<file path="config.mk">
export PLATFORM = sky130hd
export DESIGN_NAME = key_macro_record_replay
export DESIGN_NICKNAME = d
export VERILOG_FILES = /design/src/design/kmr_pkg.sv /design/src/design/kmr_ctrl.sv /design/src/design/kmr_datapath.sv /design/src/design/key_macro_record_replay.sv
export SDC_FILE = /design/constraint.sdc
export NUM_CORES = 2
export LEC_CHECK = 0
export BUFFER_PORTS_ARGS = -buffer_cell sky130_fd_sc_hd__buf_4
export CORE_MARGIN = 2
export CORE_UTILIZATION = 55
export DETAILED_ROUTE_END_ITERATION = 10
export GPL_TIMING_DRIVEN = 1
export PLACE_DENSITY = 0.72
export SLEW_MARGIN = 20
export SYNTH_ARGS = -nofsm -noshare
export SYNTH_HDL_FRONTEND = slang
export SYNTH_SLANG_ARGS = --single-unit
</file>
<file path="constraint.sdc">
create_clock -name clock -period 8 [get_ports clock]
set_input_delay 0.8 -clock clock [delete_from_list [all_inputs] [get_ports clock]]
set_output_delay 0.8 -clock clock [all_outputs]
set_load 0.01 [all_outputs]
</file>
<file path="src/design/kmr_pkg.sv">
// Package for the key macro recorder and replayer.
// Holds action and result codes, register defaults, the controller/datapath
// command and status structs and the key-state decode helpers. No dependencies.
`timescale 1ns / 1ps

package kmr_pkg;

   // Store depth default and fixed field widths.
   localparam int STORE_DEPTH_DEFAULT = 32;
   localparam int REQ_DATA_WIDTH      = 48;
   localparam int RSP_DATA_WIDTH      = 64;
   localparam int CSR_ADDR_WIDTH      = 5;
   localparam int CSR_DATA_WIDTH      = 32;

   // Input action codes.
   localparam logic [3:0] ACT_KEY_EVENT   = 4'd0;
   localparam logic [3:0] ACT_TICK        = 4'd1;
   localparam logic [3:0] ACT_START_REC   = 4'd2;
   localparam logic [3:0] ACT_STOP_REC    = 4'd3;
   localparam logic [3:0] ACT_TOGGLE_REC  = 4'd4;
   localparam logic [3:0] ACT_REPLAY      = 4'd5;
   localparam logic [3:0] ACT_ABORT       = 4'd6;
   localparam logic [3:0] ACT_TOGGLE_PLAY = 4'd7;
   localparam logic [3:0] ACT_RESET_REP   = 4'd8;
   localparam logic [3:0] ACT_DIGIT       = 4'd9;

   // Register indexes on the configuration port.
   localparam logic [2:0] REG_CAPACITY    = 3'd0;
   localparam logic [2:0] REG_MAX_REPEATS = 3'd1;
   localparam logic [2:0] REG_PRESSED     = 3'd2;
   localparam logic [2:0] REG_WAS_PRESSED = 3'd3;
   localparam logic [2:0] REG_INJECTED    = 3'd4;

   // Register reset values.
   localparam logic [5:0]  CAPACITY_RESET    = 6'd32;
   localparam logic [15:0] MAX_REPEATS_RESET = 16'd99;
   localparam logic [7:0]  PRESSED_RESET     = 8'd1;
   localparam logic [7:0]  WAS_PRESSED_RESET = 8'd2;
   localparam logic [7:0]  INJECTED_RESET    = 8'd128;

   // Largest single digit of the decimal repeat count entry.
   localparam logic [3:0] DIGIT_MAX = 4'd9;

   // Result kinds.
   typedef enum logic [1:0] {
      KIND_STATUS  = 2'd0,
      KIND_RELEASE = 2'd1,
      KIND_EVENT   = 2'd2
   } kind_type;

   // One stored key event.
   typedef struct packed {
      logic [15:0] code;
      logic [7:0]  row;
      logic [7:0]  col;
      logic [7:0]  st;
   } entry_type;

   // Commands from the controller to the datapath.
   typedef struct packed {
      logic     cap_item;
      logic     set_rec;
      logic     clr_rec;
      logic     set_play;
      logic     clr_play;
      logic     cnt_clear;
      logic     cnt_dec;
      logic     rep_clear;
      logic     rep_dec;
      logic     rep_min1;
      logic     rep_digit;
      logic     wr_event;
      logic     wr_synth;
      logic     rd_tail;
      logic     rd_play;
      logic     ptr_clear;
      logic     out_load;
      kind_type out_kind;
      logic     out_last;
   } cmd_type;

   // Status from the datapath to the controller.
   typedef struct packed {
      logic [3:0] action;
      logic       enabled;
      logic       rec;
      logic       play;
      logic       rep_zero;
      logic       count_zero;
      logic       item_press;
      logic       item_release;
      logic       item_injected;
      logic       stop_due;
      logic       tail_press;
      logic       play_done;
      logic       out_free;
   } status_type;

   // A press has some pressed bit and no was-pressed bit.
   function automatic logic is_press(logic [7:0] s, logic [7:0] pm, logic [7:0] wm);
      return (|(s & pm)) && !(|(s & wm));
   endfunction

   // A release has no pressed bit and some was-pressed bit.
   function automatic logic is_release(logic [7:0] s, logic [7:0] pm, logic [7:0] wm);
      return !(|(s & pm)) && (|(s & wm));
   endfunction

endpackage

</file>
<file path="src/design/kmr_ctrl.sv">
// Controller state machine of the key macro recorder and replayer.
// Decodes each accepted action and sequences store writes, trimming and replay.
// Depends on kmr_pkg for the command and status structs and the action codes.
`timescale 1ns / 1ps

module kmr_ctrl (
   input  logic                clock,
   input  logic                reset,
   input  logic                req_tvalid,
   output logic                req_tready,
   input  kmr_pkg::status_type status,
   output kmr_pkg::cmd_type    cmd
);
   import kmr_pkg::*;

   typedef enum logic [10:0] {
      S_IDLE       = 11'b000_0000_0001,
      S_EXEC       = 11'b000_0000_0010,
      S_WR2        = 11'b000_0000_0100,
      S_STOPCHK    = 11'b000_0000_1000,
      S_TRIM_RD    = 11'b000_0001_0000,
      S_TRIM_CHK   = 11'b000_0010_0000,
      S_EMIT_STAT  = 11'b000_0100_0000,
      S_PLAY_MARK1 = 11'b000_1000_0000,
      S_PLAY_RD    = 11'b001_0000_0000,
      S_PLAY_OUT   = 11'b010_0000_0000,
      S_PLAY_MARK2 = 11'b100_0000_0000
   } state_type;

   state_type state_ff;
   state_type state_in;

   assign req_tready = (state_ff == S_IDLE);

   // State register.
   always_ff @(posedge clock) begin
      if (reset) begin
         state_ff <= S_IDLE;
      end else begin
         state_ff <= state_in;
      end
   end

   // Next state and command decode.
   always_comb begin
      state_in = state_ff;
      cmd      = '0;
      cmd.out_kind = KIND_STATUS;
      unique case (state_ff)
         S_IDLE: begin
            if (req_tvalid) begin
               cmd.cap_item = 1'b1;
               state_in     = S_EXEC;
            end
         end
         S_EXEC: begin
            state_in = S_EMIT_STAT;
            if (status.enabled) begin
               unique case (status.action)
                  ACT_KEY_EVENT: begin
                     if ((status.item_press || status.item_release) && status.rec &&
                         !(status.count_zero && status.item_release)) begin
                        cmd.wr_event = 1'b1;
                        state_in = (status.item_press && status.item_injected) ?
                                   S_WR2 : S_STOPCHK;
                     end
                  end
                  ACT_TICK: begin
                     if (status.play) begin
                        if (!status.rep_zero) begin
                           cmd.rep_dec = 1'b1;
                           state_in    = S_PLAY_MARK1;
                        end else if (!status.rec) begin
                           cmd.clr_play  = 1'b1;
                           cmd.rep_clear = 1'b1;
                        end
                     end
                  end
                  ACT_START_REC: begin
                     if (!status.rec && !status.play) begin
                        cmd.set_rec   = 1'b1;
                        cmd.cnt_clear = 1'b1;
                     end
                  end
                  ACT_STOP_REC: begin
                     if (status.rec && !status.play) begin
                        cmd.clr_rec = 1'b1;
                        state_in    = S_TRIM_RD;
                     end
                  end
                  ACT_TOGGLE_REC: begin
                     if (!status.play) begin
                        if (status.rec) begin
                           cmd.clr_rec = 1'b1;
                           state_in    = S_TRIM_RD;
                        end else begin
                           cmd.set_rec   = 1'b1;
                           cmd.cnt_clear = 1'b1;
                        end
                     end
                  end
                  ACT_REPLAY: begin
                     if (!status.rec && !status.play) begin
                        cmd.set_play = 1'b1;
                        cmd.rep_min1 = 1'b1;
                     end
                  end
                  ACT_ABORT: begin
                     if (!status.rec && status.play) begin
                        cmd.clr_play  = 1'b1;
                        cmd.rep_clear = 1'b1;
                     end
                  end
                  ACT_TOGGLE_PLAY: begin
                     if (!status.rec) begin
                        if (status.play) begin
                           cmd.clr_play  = 1'b1;
                           cmd.rep_clear = 1'b1;
                        end else begin
                           cmd.set_play = 1'b1;
                           cmd.rep_min1 = 1'b1;
                        end
                     end
                  end
                  ACT_RESET_REP: begin
                     cmd.rep_clear = 1'b1;
                  end
                  ACT_DIGIT: begin
                     cmd.rep_digit = 1'b1;
                  end
                  default: begin
                  end
               endcase
            end
         end
         // Synthetic release that follows an injected press.
         S_WR2: begin
            cmd.wr_synth = 1'b1;
            state_in     = S_STOPCHK;
         end
         // Automatic stop when the store nears capacity.
         S_STOPCHK: begin
            if (status.stop_due && status.rec && !status.play) begin
               cmd.clr_rec = 1'b1;
               state_in    = S_TRIM_RD;
            end else begin
               state_in = S_EMIT_STAT;
            end
         end
         // Trim trailing presses, one entry per read and check.
         S_TRIM_RD: begin
            if (status.count_zero) begin
               state_in = S_EMIT_STAT;
            end else begin
               cmd.rd_tail = 1'b1;
               state_in    = S_TRIM_CHK;
            end
         end
         S_TRIM_CHK: begin
            if (status.tail_press) begin
               cmd.cnt_dec = 1'b1;
               state_in    = S_TRIM_RD;
            end else begin
               state_in = S_EMIT_STAT;
            end
         end
         S_EMIT_STAT: begin
            if (status.out_free) begin
               cmd.out_load = 1'b1;
               cmd.out_kind = KIND_STATUS;
               cmd.out_last = 1'b1;
               state_in     = S_IDLE;
            end
         end
         S_PLAY_MARK1: begin
            if (status.out_free) begin
               cmd.out_load  = 1'b1;
               cmd.out_kind  = KIND_RELEASE;
               cmd.ptr_clear = 1'b1;
               state_in      = S_PLAY_RD;
            end
         end
         // First store read of the replay.
         S_PLAY_RD: begin
            if (status.play_done) begin
               state_in = S_PLAY_MARK2;
            end else begin
               cmd.rd_play = 1'b1;
               state_in    = S_PLAY_OUT;
            end
         end
         // Each transfer of an event overlaps the read of the next one.
         S_PLAY_OUT: begin
            if (status.out_free) begin
               cmd.out_load = 1'b1;
               cmd.out_kind = KIND_EVENT;
               if (status.play_done) begin
                  state_in = S_PLAY_MARK2;
               end else begin
                  cmd.rd_play = 1'b1;
               end
            end
         end
         S_PLAY_MARK2: begin
            if (status.out_free) begin
               cmd.out_load = 1'b1;
               cmd.out_kind = KIND_RELEASE;
               cmd.out_last = 1'b1;
               state_in     = S_IDLE;
            end
         end
         default: begin
            state_in = S_IDLE;
         end
      endcase
   end

endmodule

</file>
<file path="src/design/kmr_datapath.sv">
// Datapath of the key macro recorder and replayer: item register, event store,
// record and repeat counters, flags, configuration registers and result register.
// Depends on kmr_pkg; driven by kmr_ctrl through the command struct.
`timescale 1ns / 1ps

module kmr_datapath #(
   parameter int STORE_DEPTH = kmr_pkg::STORE_DEPTH_DEFAULT
) (
   input  logic                                 clock,
   input  logic                                 reset,
   input  kmr_pkg::cmd_type                     cmd,
   output kmr_pkg::status_type                  status,
   input  logic [kmr_pkg::REQ_DATA_WIDTH-1:0]   req_tdata,
   input  logic [3:0]                           req_tuser,
   output logic                                 rsp_tvalid,
   input  logic                                 rsp_tready,
   output logic [kmr_pkg::RSP_DATA_WIDTH-1:0]   rsp_tdata,
   output logic [1:0]                           rsp_tuser,
   output logic                                 rsp_tlast,
   input  logic                                 csr_psel,
   input  logic                                 csr_penable,
   input  logic                                 csr_pwrite,
   input  logic [kmr_pkg::CSR_ADDR_WIDTH-1:0]   csr_paddr,
   input  logic [kmr_pkg::CSR_DATA_WIDTH-1:0]   csr_pwdata,
   output logic [kmr_pkg::CSR_DATA_WIDTH-1:0]   csr_prdata
);
   import kmr_pkg::*;

   localparam int CountWidth = $clog2(STORE_DEPTH + 1);
   localparam int AddrWidth  = $clog2(STORE_DEPTH);
   localparam logic [CountWidth-1:0] DepthCount = CountWidth'(STORE_DEPTH);
   localparam logic [5:0] Depth6 = 6'(STORE_DEPTH);

   // Configuration registers.
   logic [5:0]  cap_ff;
   logic [15:0] max_rep_ff;
   logic [7:0]  pmask_ff;
   logic [7:0]  wmask_ff;
   logic [7:0]  imask_ff;
   logic        csr_we;

   assign csr_we = csr_psel && csr_penable && csr_pwrite;

   always_ff @(posedge clock) begin
      if (reset) begin
         cap_ff     <= CAPACITY_RESET;
         max_rep_ff <= MAX_REPEATS_RESET;
         pmask_ff   <= PRESSED_RESET;
         wmask_ff   <= WAS_PRESSED_RESET;
         imask_ff   <= INJECTED_RESET;
      end else if (csr_we) begin
         unique case (csr_paddr[4:2])
            REG_CAPACITY:    cap_ff     <= csr_pwdata[5:0];
            REG_MAX_REPEATS: max_rep_ff <= csr_pwdata[15:0];
            REG_PRESSED:     pmask_ff   <= csr_pwdata[7:0];
            REG_WAS_PRESSED: wmask_ff   <= csr_pwdata[7:0];
            REG_INJECTED:    imask_ff   <= csr_pwdata[7:0];
            default: begin
            end
         endcase
      end
   end

   // Register read back.
   always_comb begin
      unique case (csr_paddr[4:2])
         REG_CAPACITY:    csr_prdata = {26'd0, cap_ff};
         REG_MAX_REPEATS: csr_prdata = {16'd0, max_rep_ff};
         REG_PRESSED:     csr_prdata = {24'd0, pmask_ff};
         REG_WAS_PRESSED: csr_prdata = {24'd0, wmask_ff};
         REG_INJECTED:    csr_prdata = {24'd0, imask_ff};
         default:         csr_prdata = '0;
      endcase
   end

   // Item register, loaded at the input transfer.
   logic [3:0]  item_action_ff;
   logic [15:0] item_code_ff;
   logic [7:0]  item_row_ff;
   logic [7:0]  item_col_ff;
   logic [7:0]  item_state_ff;
   logic [3:0]  item_digit_ff;

   always_ff @(posedge clock) begin
      if (cmd.cap_item) begin
         item_action_ff <= req_tuser;
         item_code_ff   <= req_tdata[15:0];
         item_row_ff    <= req_tdata[23:16];
         item_col_ff    <= req_tdata[31:24];
         item_state_ff  <= req_tdata[39:32];
         item_digit_ff  <= req_tdata[43:40];
      end
   end

   // Flags, record count and replay pointer.
   logic                  rec_ff;
   logic                  play_ff;
   logic [CountWidth-1:0] count_ff;
   logic [CountWidth-1:0] ptr_ff;
   logic                  store_open;
   logic                  wr_en;

   assign store_open = (count_ff < DepthCount);
   assign wr_en      = (cmd.wr_event || cmd.wr_synth) && store_open;

   always_ff @(posedge clock) begin
      if (reset) begin
         rec_ff   <= 1'b0;
         play_ff  <= 1'b0;
         count_ff <= '0;
         ptr_ff   <= '0;
      end else begin
         if (cmd.set_rec) begin
            rec_ff <= 1'b1;
         end else if (cmd.clr_rec) begin
            rec_ff <= 1'b0;
         end
         if (cmd.set_play) begin
            play_ff <= 1'b1;
         end else if (cmd.clr_play) begin
            play_ff <= 1'b0;
         end
         priority if (cmd.cnt_clear) begin
            count_ff <= '0;
         end else if (cmd.cnt_dec) begin
            count_ff <= count_ff - CountWidth'(1);
         end else if (wr_en) begin
            count_ff <= count_ff + CountWidth'(1);
         end else begin
            count_ff <= count_ff;
         end
         if (cmd.ptr_clear) begin
            ptr_ff <= '0;
         end else if (cmd.rd_play) begin
            ptr_ff <= ptr_ff + CountWidth'(1);
         end
      end
   end

   // Repeat counter with decimal entry and saturation.
   logic [15:0] rep_ff;
   logic [3:0]  digit_val;
   logic [19:0] rep_times_ten;
   logic [19:0] rep_digit_sum;

   assign digit_val     = (item_digit_ff > DIGIT_MAX) ? DIGIT_MAX : item_digit_ff;
   assign rep_times_ten = {1'b0, rep_ff, 3'd0} + {3'd0, rep_ff, 1'b0};
   assign rep_digit_sum = rep_times_ten + {16'd0, digit_val};

   always_ff @(posedge clock) begin
      if (reset) begin
         rep_ff <= '0;
      end else begin
         priority if (cmd.rep_clear) begin
            rep_ff <= '0;
         end else if (cmd.rep_dec) begin
            rep_ff <= rep_ff - 16'd1;
         end else if (cmd.rep_min1) begin
            if (rep_ff == 16'd0) begin
               rep_ff <= 16'd1;
            end
         end else if (cmd.rep_digit) begin
            rep_ff <= (rep_digit_sum > {4'd0, max_rep_ff}) ? max_rep_ff :
                      rep_digit_sum[15:0];
         end else begin
            rep_ff <= rep_ff;
         end
      end
   end

   // Event store: one write port at the record count, one registered read port.
   entry_type             event_store_ff [STORE_DEPTH];
   entry_type             rd_data_ff;
   entry_type             wr_entry;
   logic [CountWidth-1:0] tail_count;
   logic [AddrWidth-1:0]  rd_addr;
   logic                  rd_en;

   assign tail_count = count_ff - CountWidth'(1);
   assign rd_addr    = cmd.rd_tail ? tail_count[AddrWidth-1:0] : ptr_ff[AddrWidth-1:0];
   assign rd_en      = cmd.rd_tail || cmd.rd_play;

   always_comb begin
      wr_entry.code = item_code_ff;
      wr_entry.row  = item_row_ff;
      wr_entry.col  = item_col_ff;
      wr_entry.st   = cmd.wr_synth ? (wmask_ff | imask_ff) : item_state_ff;
   end

   always_ff @(posedge clock) begin
      if (wr_en) begin
         event_store_ff[count_ff[AddrWidth-1:0]] <= wr_entry;
      end
      if (rd_en) begin
         rd_data_ff <= event_store_ff[rd_addr];
      end
   end

   // Status toward the controller.
   logic [5:0] eff_cap;
   logic [5:0] count6;

   assign eff_cap = (cap_ff > Depth6) ? Depth6 : cap_ff;
   assign count6  = 6'(count_ff);

   // Result register: one slot between the block and the result channel.
   logic        out_valid_ff;
   kind_type    out_kind_ff;
   entry_type   out_entry_ff;
   logic        out_rec_ff;
   logic        out_play_ff;
   logic [15:0] out_rep_ff;
   logic [5:0]  out_count_ff;
   logic        out_last_ff;
   logic        out_free;

   assign out_free = !out_valid_ff || rsp_tready;

   always_comb begin
      status.action        = item_action_ff;
      status.enabled       = (eff_cap >= 6'd2);
      status.rec           = rec_ff;
      status.play          = play_ff;
      status.rep_zero      = (rep_ff == 16'd0);
      status.count_zero    = (count_ff == '0);
      status.item_press    = is_press(item_state_ff, pmask_ff, wmask_ff);
      status.item_release  = is_release(item_state_ff, pmask_ff, wmask_ff);
      status.item_injected = |(item_state_ff & imask_ff);
      status.stop_due      = ({1'b0, count6} + 7'd1) >= {1'b0, eff_cap};
      status.tail_press    = is_press(rd_data_ff.st, pmask_ff, wmask_ff);
      status.play_done     = (ptr_ff == count_ff);
      status.out_free      = out_free;
   end

   always_ff @(posedge clock) begin
      if (reset) begin
         out_valid_ff <= 1'b0;
      end else if (cmd.out_load) begin
         out_valid_ff <= 1'b1;
      end else if (rsp_tready) begin
         out_valid_ff <= 1'b0;
      end
   end

   // Result payload; events carry the stored state with the injected bits set.
   always_ff @(posedge clock) begin
      if (cmd.out_load) begin
         out_kind_ff  <= cmd.out_kind;
         out_last_ff  <= cmd.out_last;
         out_rec_ff   <= rec_ff;
         out_play_ff  <= play_ff;
         out_rep_ff   <= rep_ff;
         out_count_ff <= count6;
         if (cmd.out_kind == KIND_EVENT) begin
            out_entry_ff <= {rd_data_ff.code, rd_data_ff.row, rd_data_ff.col,
                             rd_data_ff.st | imask_ff};
         end else begin
            out_entry_ff <= '0;
         end
      end
   end

   assign rsp_tvalid = out_valid_ff;
   assign rsp_tuser  = out_kind_ff;
   assign rsp_tlast  = out_last_ff;
   assign rsp_tdata  = {out_count_ff, out_rep_ff, out_play_ff, out_rec_ff,
                        out_entry_ff.st, out_entry_ff.col, out_entry_ff.row,
                        out_entry_ff.code};

endmodule

</file>
<file path="src/design/key_macro_record_replay.sv">
// An input is taken into the item register and decoded; a stored key event is written, with
// a synthetic release after an injected press, and a stop first trims trailing presses; a
// status result follows. Inputs are taken one at a time; a replaying tick instead streams
// its events through the event store's single read port, one event per cycle while the
// result channel does not stall. Reset is synchronous and active high and sets flags,
// counters and configuration registers. The store is not cleared; only written entries are read.
`timescale 1ns / 1ps

module key_macro_record_replay #(
   parameter int STORE_DEPTH = kmr_pkg::STORE_DEPTH_DEFAULT
) (
   input  logic                               clock,
   input  logic                               reset,
   // key_code[15:0], key_row[23:16], key_col[31:24], key_state[39:32], digit[43:40]
   input  logic [kmr_pkg::REQ_DATA_WIDTH-1:0] req_tdata,
   // action[3:0]
   input  logic [3:0]                         req_tuser,
   input  logic                               req_tvalid,
   output logic                               req_tready,
   // out_key_code[15:0], out_row[23:16], out_col[31:24], out_state[39:32],
   // is_recording[40], is_replaying[41], repeats_left[57:42], stored_count[63:58]
   output logic [kmr_pkg::RSP_DATA_WIDTH-1:0] rsp_tdata,
   // kind[1:0]
   output logic [1:0]                         rsp_tuser,
   output logic                               rsp_tlast,
   output logic                               rsp_tvalid,
   input  logic                               rsp_tready,
   input  logic                               csr_psel,
   input  logic                               csr_penable,
   input  logic                               csr_pwrite,
   input  logic [kmr_pkg::CSR_ADDR_WIDTH-1:0] csr_paddr,
   input  logic [kmr_pkg::CSR_DATA_WIDTH-1:0] csr_pwdata,
   output logic [kmr_pkg::CSR_DATA_WIDTH-1:0] csr_prdata,
   output logic                               csr_pready
);
   import kmr_pkg::*;

   cmd_type    cmd;
   status_type status;

   // The configuration port never waits.
   assign csr_pready = 1'b1;

   kmr_ctrl u_ctrl (
      .clock      (clock),
      .reset      (reset),
      .req_tvalid (req_tvalid),
      .req_tready (req_tready),
      .status     (status),
      .cmd        (cmd)
   );

   kmr_datapath #(
      .STORE_DEPTH (STORE_DEPTH)
   ) u_datapath (
      .clock       (clock),
      .reset       (reset),
      .cmd         (cmd),
      .status      (status),
      .req_tdata   (req_tdata),
      .req_tuser   (req_tuser),
      .rsp_tvalid  (rsp_tvalid),
      .rsp_tready  (rsp_tready),
      .rsp_tdata   (rsp_tdata),
      .rsp_tuser   (rsp_tuser),
      .rsp_tlast   (rsp_tlast),
      .csr_psel    (csr_psel),
      .csr_penable (csr_penable),
      .csr_pwrite  (csr_pwrite),
      .csr_paddr   (csr_paddr),
      .csr_pwdata  (csr_pwdata),
      .csr_prdata  (csr_prdata)
   );

endmodule

</file>
==> results.sh <==
export IMPL_place_gp_congestion=0.901
export IMPL_synth_edf_count=1435
export IMPL_ys_seq_elements=1523
export IMPL_totalWireLength_mm=162
export IMPL_setup_viol=0
export IMPL_die_w_um=341
export IMPL_final_layout_size_suffix_gt1_share_pct=11.9
export IMPL_internal_power_mw=12.7
export IMPL_areaGrowthSynthToFinish_pct=12.4
export IMPL_fin_crit_sh_pct=72.6
export IMPL_crit_top_cell="a21oi_1"
export IMPL_antenna_found_initial=3
export IMPL_dr_pass1_iters=6
export IMPL_critPathBufInv=3
export IMPL_crit_arrival_ns=6.42
export IMPL_power_frac_clock_pct=43.1
export IMPL_grt_start_max_net_pins=169
export IMPL_hpwl_mm=87.4
export IMPL_netlist_instances=4479
export IMPL_async_reset_ff_share_pct=0
export IMPL_port_buffers=158
export IMPL_cts_tree="done"
export IMPL_vias=39662
export IMPL_maxCapViolations=0
export IMPL_synth_top_flop_cell="edfxtp_1"
export IMPL_whs_ns=0.201
export IMPL_powerDensity_nw_per_um2=228
export IMPL_synthTopCellsByArea="edfxtp_1, mux2i_1, nand2_1"
export IMPL_drt_wirelength_per_cell_um=26.2
export IMPL_endpoint_kind="flip-flop"
export IMPL_p_comb_share_pct=1.1
export IMPL_synth_most_common_cell="edfxtp_1"
export IMPL_irDropWorstVdd_mv=0.225
export IMPL_nets=4735
export IMPL_p_leak_nw=23.3
export IMPL_ctsLongestPathBuffers=3
export IMPL_drv_slew=0
export IMPL_grt_setup_unrepaired="false"
export IMPL_yosys_warnings=0
export IMPL_grt_first_pass_wirelength_mm=240
export IMPL_synth_top_area_share_pct=69.1
export IMPL_drtIter0Drc=5925
export IMPL_slowest_delay_ns=0.55
export IMPL_hold_viol_final=0
export IMPL_clock_sinks=1523
export IMPL_die_y_um=341
export IMPL_synthTopCellsByCount="edfxtp_1, nand2_1, nand3_1, mux2i_1, o21ai_0"
export IMPL_critPathRequiredTime_ns=8.61
export IMPL_cp_top_family="compound AO/OA/AOI/OAI gates"
export IMPL_worst_slew_pin_transition_ns=1.24
export IMPL_ys_seq_area_share_pct=71.9
export IMPL_skew_ns=0.0307
export IMPL_slew_headroom_pct=17.5
export IMPL_core_sq_um=112000
export IMPL_postRouteAntennaNets=0
export IMPL_track_usage_pct=27.6
export IMPL_period_needed_ns=5.81
export IMPL_power_switching_mw=3.22
export IMPL_grt_overflow=0
export IMPL_first_global_vias=37705
export IMPL_fmax_mhz=172
export IMPL_row_count=123
export IMPL_holdBufCountCts=0
export IMPL_fill_cells=8090
export IMPL_post_cts_buffers=0
export IMPL_ctsResizeCount=0
export IMPL_critPathMaxFanout=16
export IMPL_die_area_sq_um=116000
export IMPL_setup_slack_ns=2.19
export IMPL_place_ws_ns=2.25
export IMPL_yosysTopAreaCell="edfxtp_1"
export IMPL_hp_class="input port to flip-flop"
export IMPL_startpoint_type="flip-flop"
export IMPL_clk_pin_slew_worst_paths_ns=0.06
export IMPL_netlist_area_sq_um=62400
export IMPL_clk_latency_ns=0.77
export IMPL_switching_share_pct=20.2
export IMPL_drc=0
export IMPL_vias_per_cell=6.41
export IMPL_tns_ns=0
export IMPL_worstSetupPathType="flip-flop to flip-flop"
export IMPL_yosysUniqueCellTypes=90
export IMPL_crit_path_cell_trace="inv_1 > fa_1 > inv_1 > ha_1 > a21oi_1 > o2111ai_1 > a21oi_1 > o21ai_0 > o41ai_1 > xnor2_1 > ha_1 > a21oi_1 > o21a_1 > or3b_2 > o31ai_1 > o2111ai_1 > nor4b_2 > buf_4 > mux2i_1 > o22ai_2"
export IMPL_synth_avg_cell_area_sq_um=13.9
export IMPL_htree_levels=4
export IMPL_p_seq_share_pct=55.7
export IMPL_status="completed"
export IMPL_ios=198
export IMPL_cts_root_buf="clkbuf_16"
export IMPL_slowest_stage="fa_1"
export IMPL_numCtsBuffers=150
export IMPL_start_util_pct=55.4
## kinds of logic (layout without fill, tap and decap cells)
group	Yosys count	in the layout	synth area share [%]
DFF	1523	1523	71.9
buffers and inverters	350	546	2.60
and+or+nand+nor	1600	1600	12.1
other	2	19	0.0120
adders and majority gates	63	63	1.29
muxes	256	256	4.12
AOI/OAI and AO/OA	647	647	7.40
xor gates and xnor gates	38	38	0.534
## layout by cell type, fill, tap and decap left out, types with 11 or more instances in the layout
cell type	netlist	routed
nand2_1	664	662
mux2i_1	249	247
edfxtp_1	1435	1435
xnor2_1	19	19
and3_1	40	40
inv_1	36	36
a221oi_1	37	37
clkinv_1	1	31
dfxtp_1	88	88
and2_1	17	16
ha_1	61	61
o21ai_0	158	150
xor2_1	19	19
buf_4	37	229
nand4_1	134	134
a32oi_1	127	127
o21a_1	15	15
nor2_4	1	34
clkinv_2	0	27
nor2_1	137	104
a22oi_1	35	35
a21boi_1	36	36
nor2b_1	21	20
o22ai_1	13	13
clkbuf_1	147	23
nor3_1	21	20
nand3_1	491	490
clkbuf_16	0	152
a21oi_1	58	58
o21ai_1	39	38
bufinv_16	0	11
conb_1	2	17
a311oi_1	36	36
## worst reg2reg max path, cell delays in order, from the launching register on
cell and delay [ns]:
dfxtp_1 0.47, inv_1 0.13, fa_1 0.55, inv_1 0.06, ha_1 0.27, a21oi_1 0.25
o2111ai_1 0.21, a21oi_1 0.19, o21ai_0 0.18, o41ai_1 0.42, xnor2_1 0.23, ha_1 0.32
a21oi_1 0.18, o21a_1 0.16, or3b_2 0.45, o31ai_1 0.39, o2111ai_1 0.21, nor4b_2 0.28
buf_4 0.34, mux2i_1 0.29, o22ai_2 0.10
## per-stage QoR
stage / std cells / util, % / instance area, sq um / power [mW]
after global placement: 5916 / 57.8 / 65000 / 9.22
after detailed placement: 5918 / 57.9 / 65100 / 9.23
after global routing: 6190 / 62.3 / 70000 / 16.4
final: 6192 / 62.3 / 70100 / 16.0
after CTS: 6184 / 62.1 / 69900 / 16.0
after floorplan: 4494 / - / 62400 / 9.11
## final timing paths
kind / start / endpoint / slack, ns / cells past startpoint
hold / removal: req_tdata[16] / u_datapath.item_row_ff[0]$_DFFE_PP_ / 0.20 / 1
hold reg to reg: u_datapath.max_rep_ff[10]$_SDFFE_PP0P_ / u_datapath.max_rep_ff[10]$_SDFFE_PP0P_ / 0.51 / 2
setup / recovery: u_datapath.rep_ff[0]$_SDFFE_PP0P_ / u_datapath.rep_ff[7]$_SDFFE_PP0P_ / 2.19 / 20
setup reg to reg: u_datapath.rep_ff[0]$_SDFFE_PP0P_ / u_datapath.rep_ff[7]$_SDFFE_PP0P_ / 2.19 / 20
## sequential cells by signal, indices dropped and copies added, names as in the netlist, 11 cells and up
name / cells
u_datapath.rep_ff: 16
u_datapath.rsp_tdata: 40
u_datapath.max_rep_ff: 16
u_datapath.event_store_ff: 1280
u_datapath.item_code_ff: 16
u_ctrl.state_ff: 11
u_datapath.out_rep_ff: 16
u_datapath.rd_data_ff: 40
## power by group through the flow
| stage | registers [mW] | logic [mW] | clock network [mW] |
|---|---|---|---|
| 2_1_floorplan | 9.02 | 0.0909 | 0 |
| 3_3_place_gp | 9.06 | 0.165 | 0 |
| 3_5_place_dp | 9.07 | 0.168 | 0 |
| 4_1_cts | 8.90 | 0.169 | 6.94 |
| 5_1_grt | 8.90 | 0.196 | 7.26 |
| 6_report | 8.89 | 0.183 | 6.88 |
## layout make-up
| type | count | area (sq um) | share of cell area [%] |
|---|---|---|---|
| Clock inverter | 88 | 847 | 1.21 |
| Inverter | 37 | 139 | 0.198 |
| Timing Repair Buffer | 243 | 2010 | 2.88 |
| Sequential cell | 1523 | 44900 | 64.0 |
| Multi-Input combinational cell | 2621 | 16400 | 23.4 |
| Antenna cell | 2 | 5.00 | 0.00714 |
| Clock buffer | 178 | 3930 | 5.61 |
| Tap cell | 1500 | 1880 | 2.68 |
## per-layer routing
| layer | share of wire [%] | GRT usage, % | vias to the layer above | wire length, um |
|---|---|---|---|---|
| li1 | - | - | 17388 | - |
| met4 | 3.2 | 9.75 | 0 | 5180 |
| met2 | 46 | 42.5 | 2372 | 75100 |
| met1 | 40 | 39.9 | 19566 | 65300 |
| met5 | 0 | 0 | - | 0 |
| met3 | 10 | 4.80 | 336 | 16900 |
(Power assumes the default switching activity.)
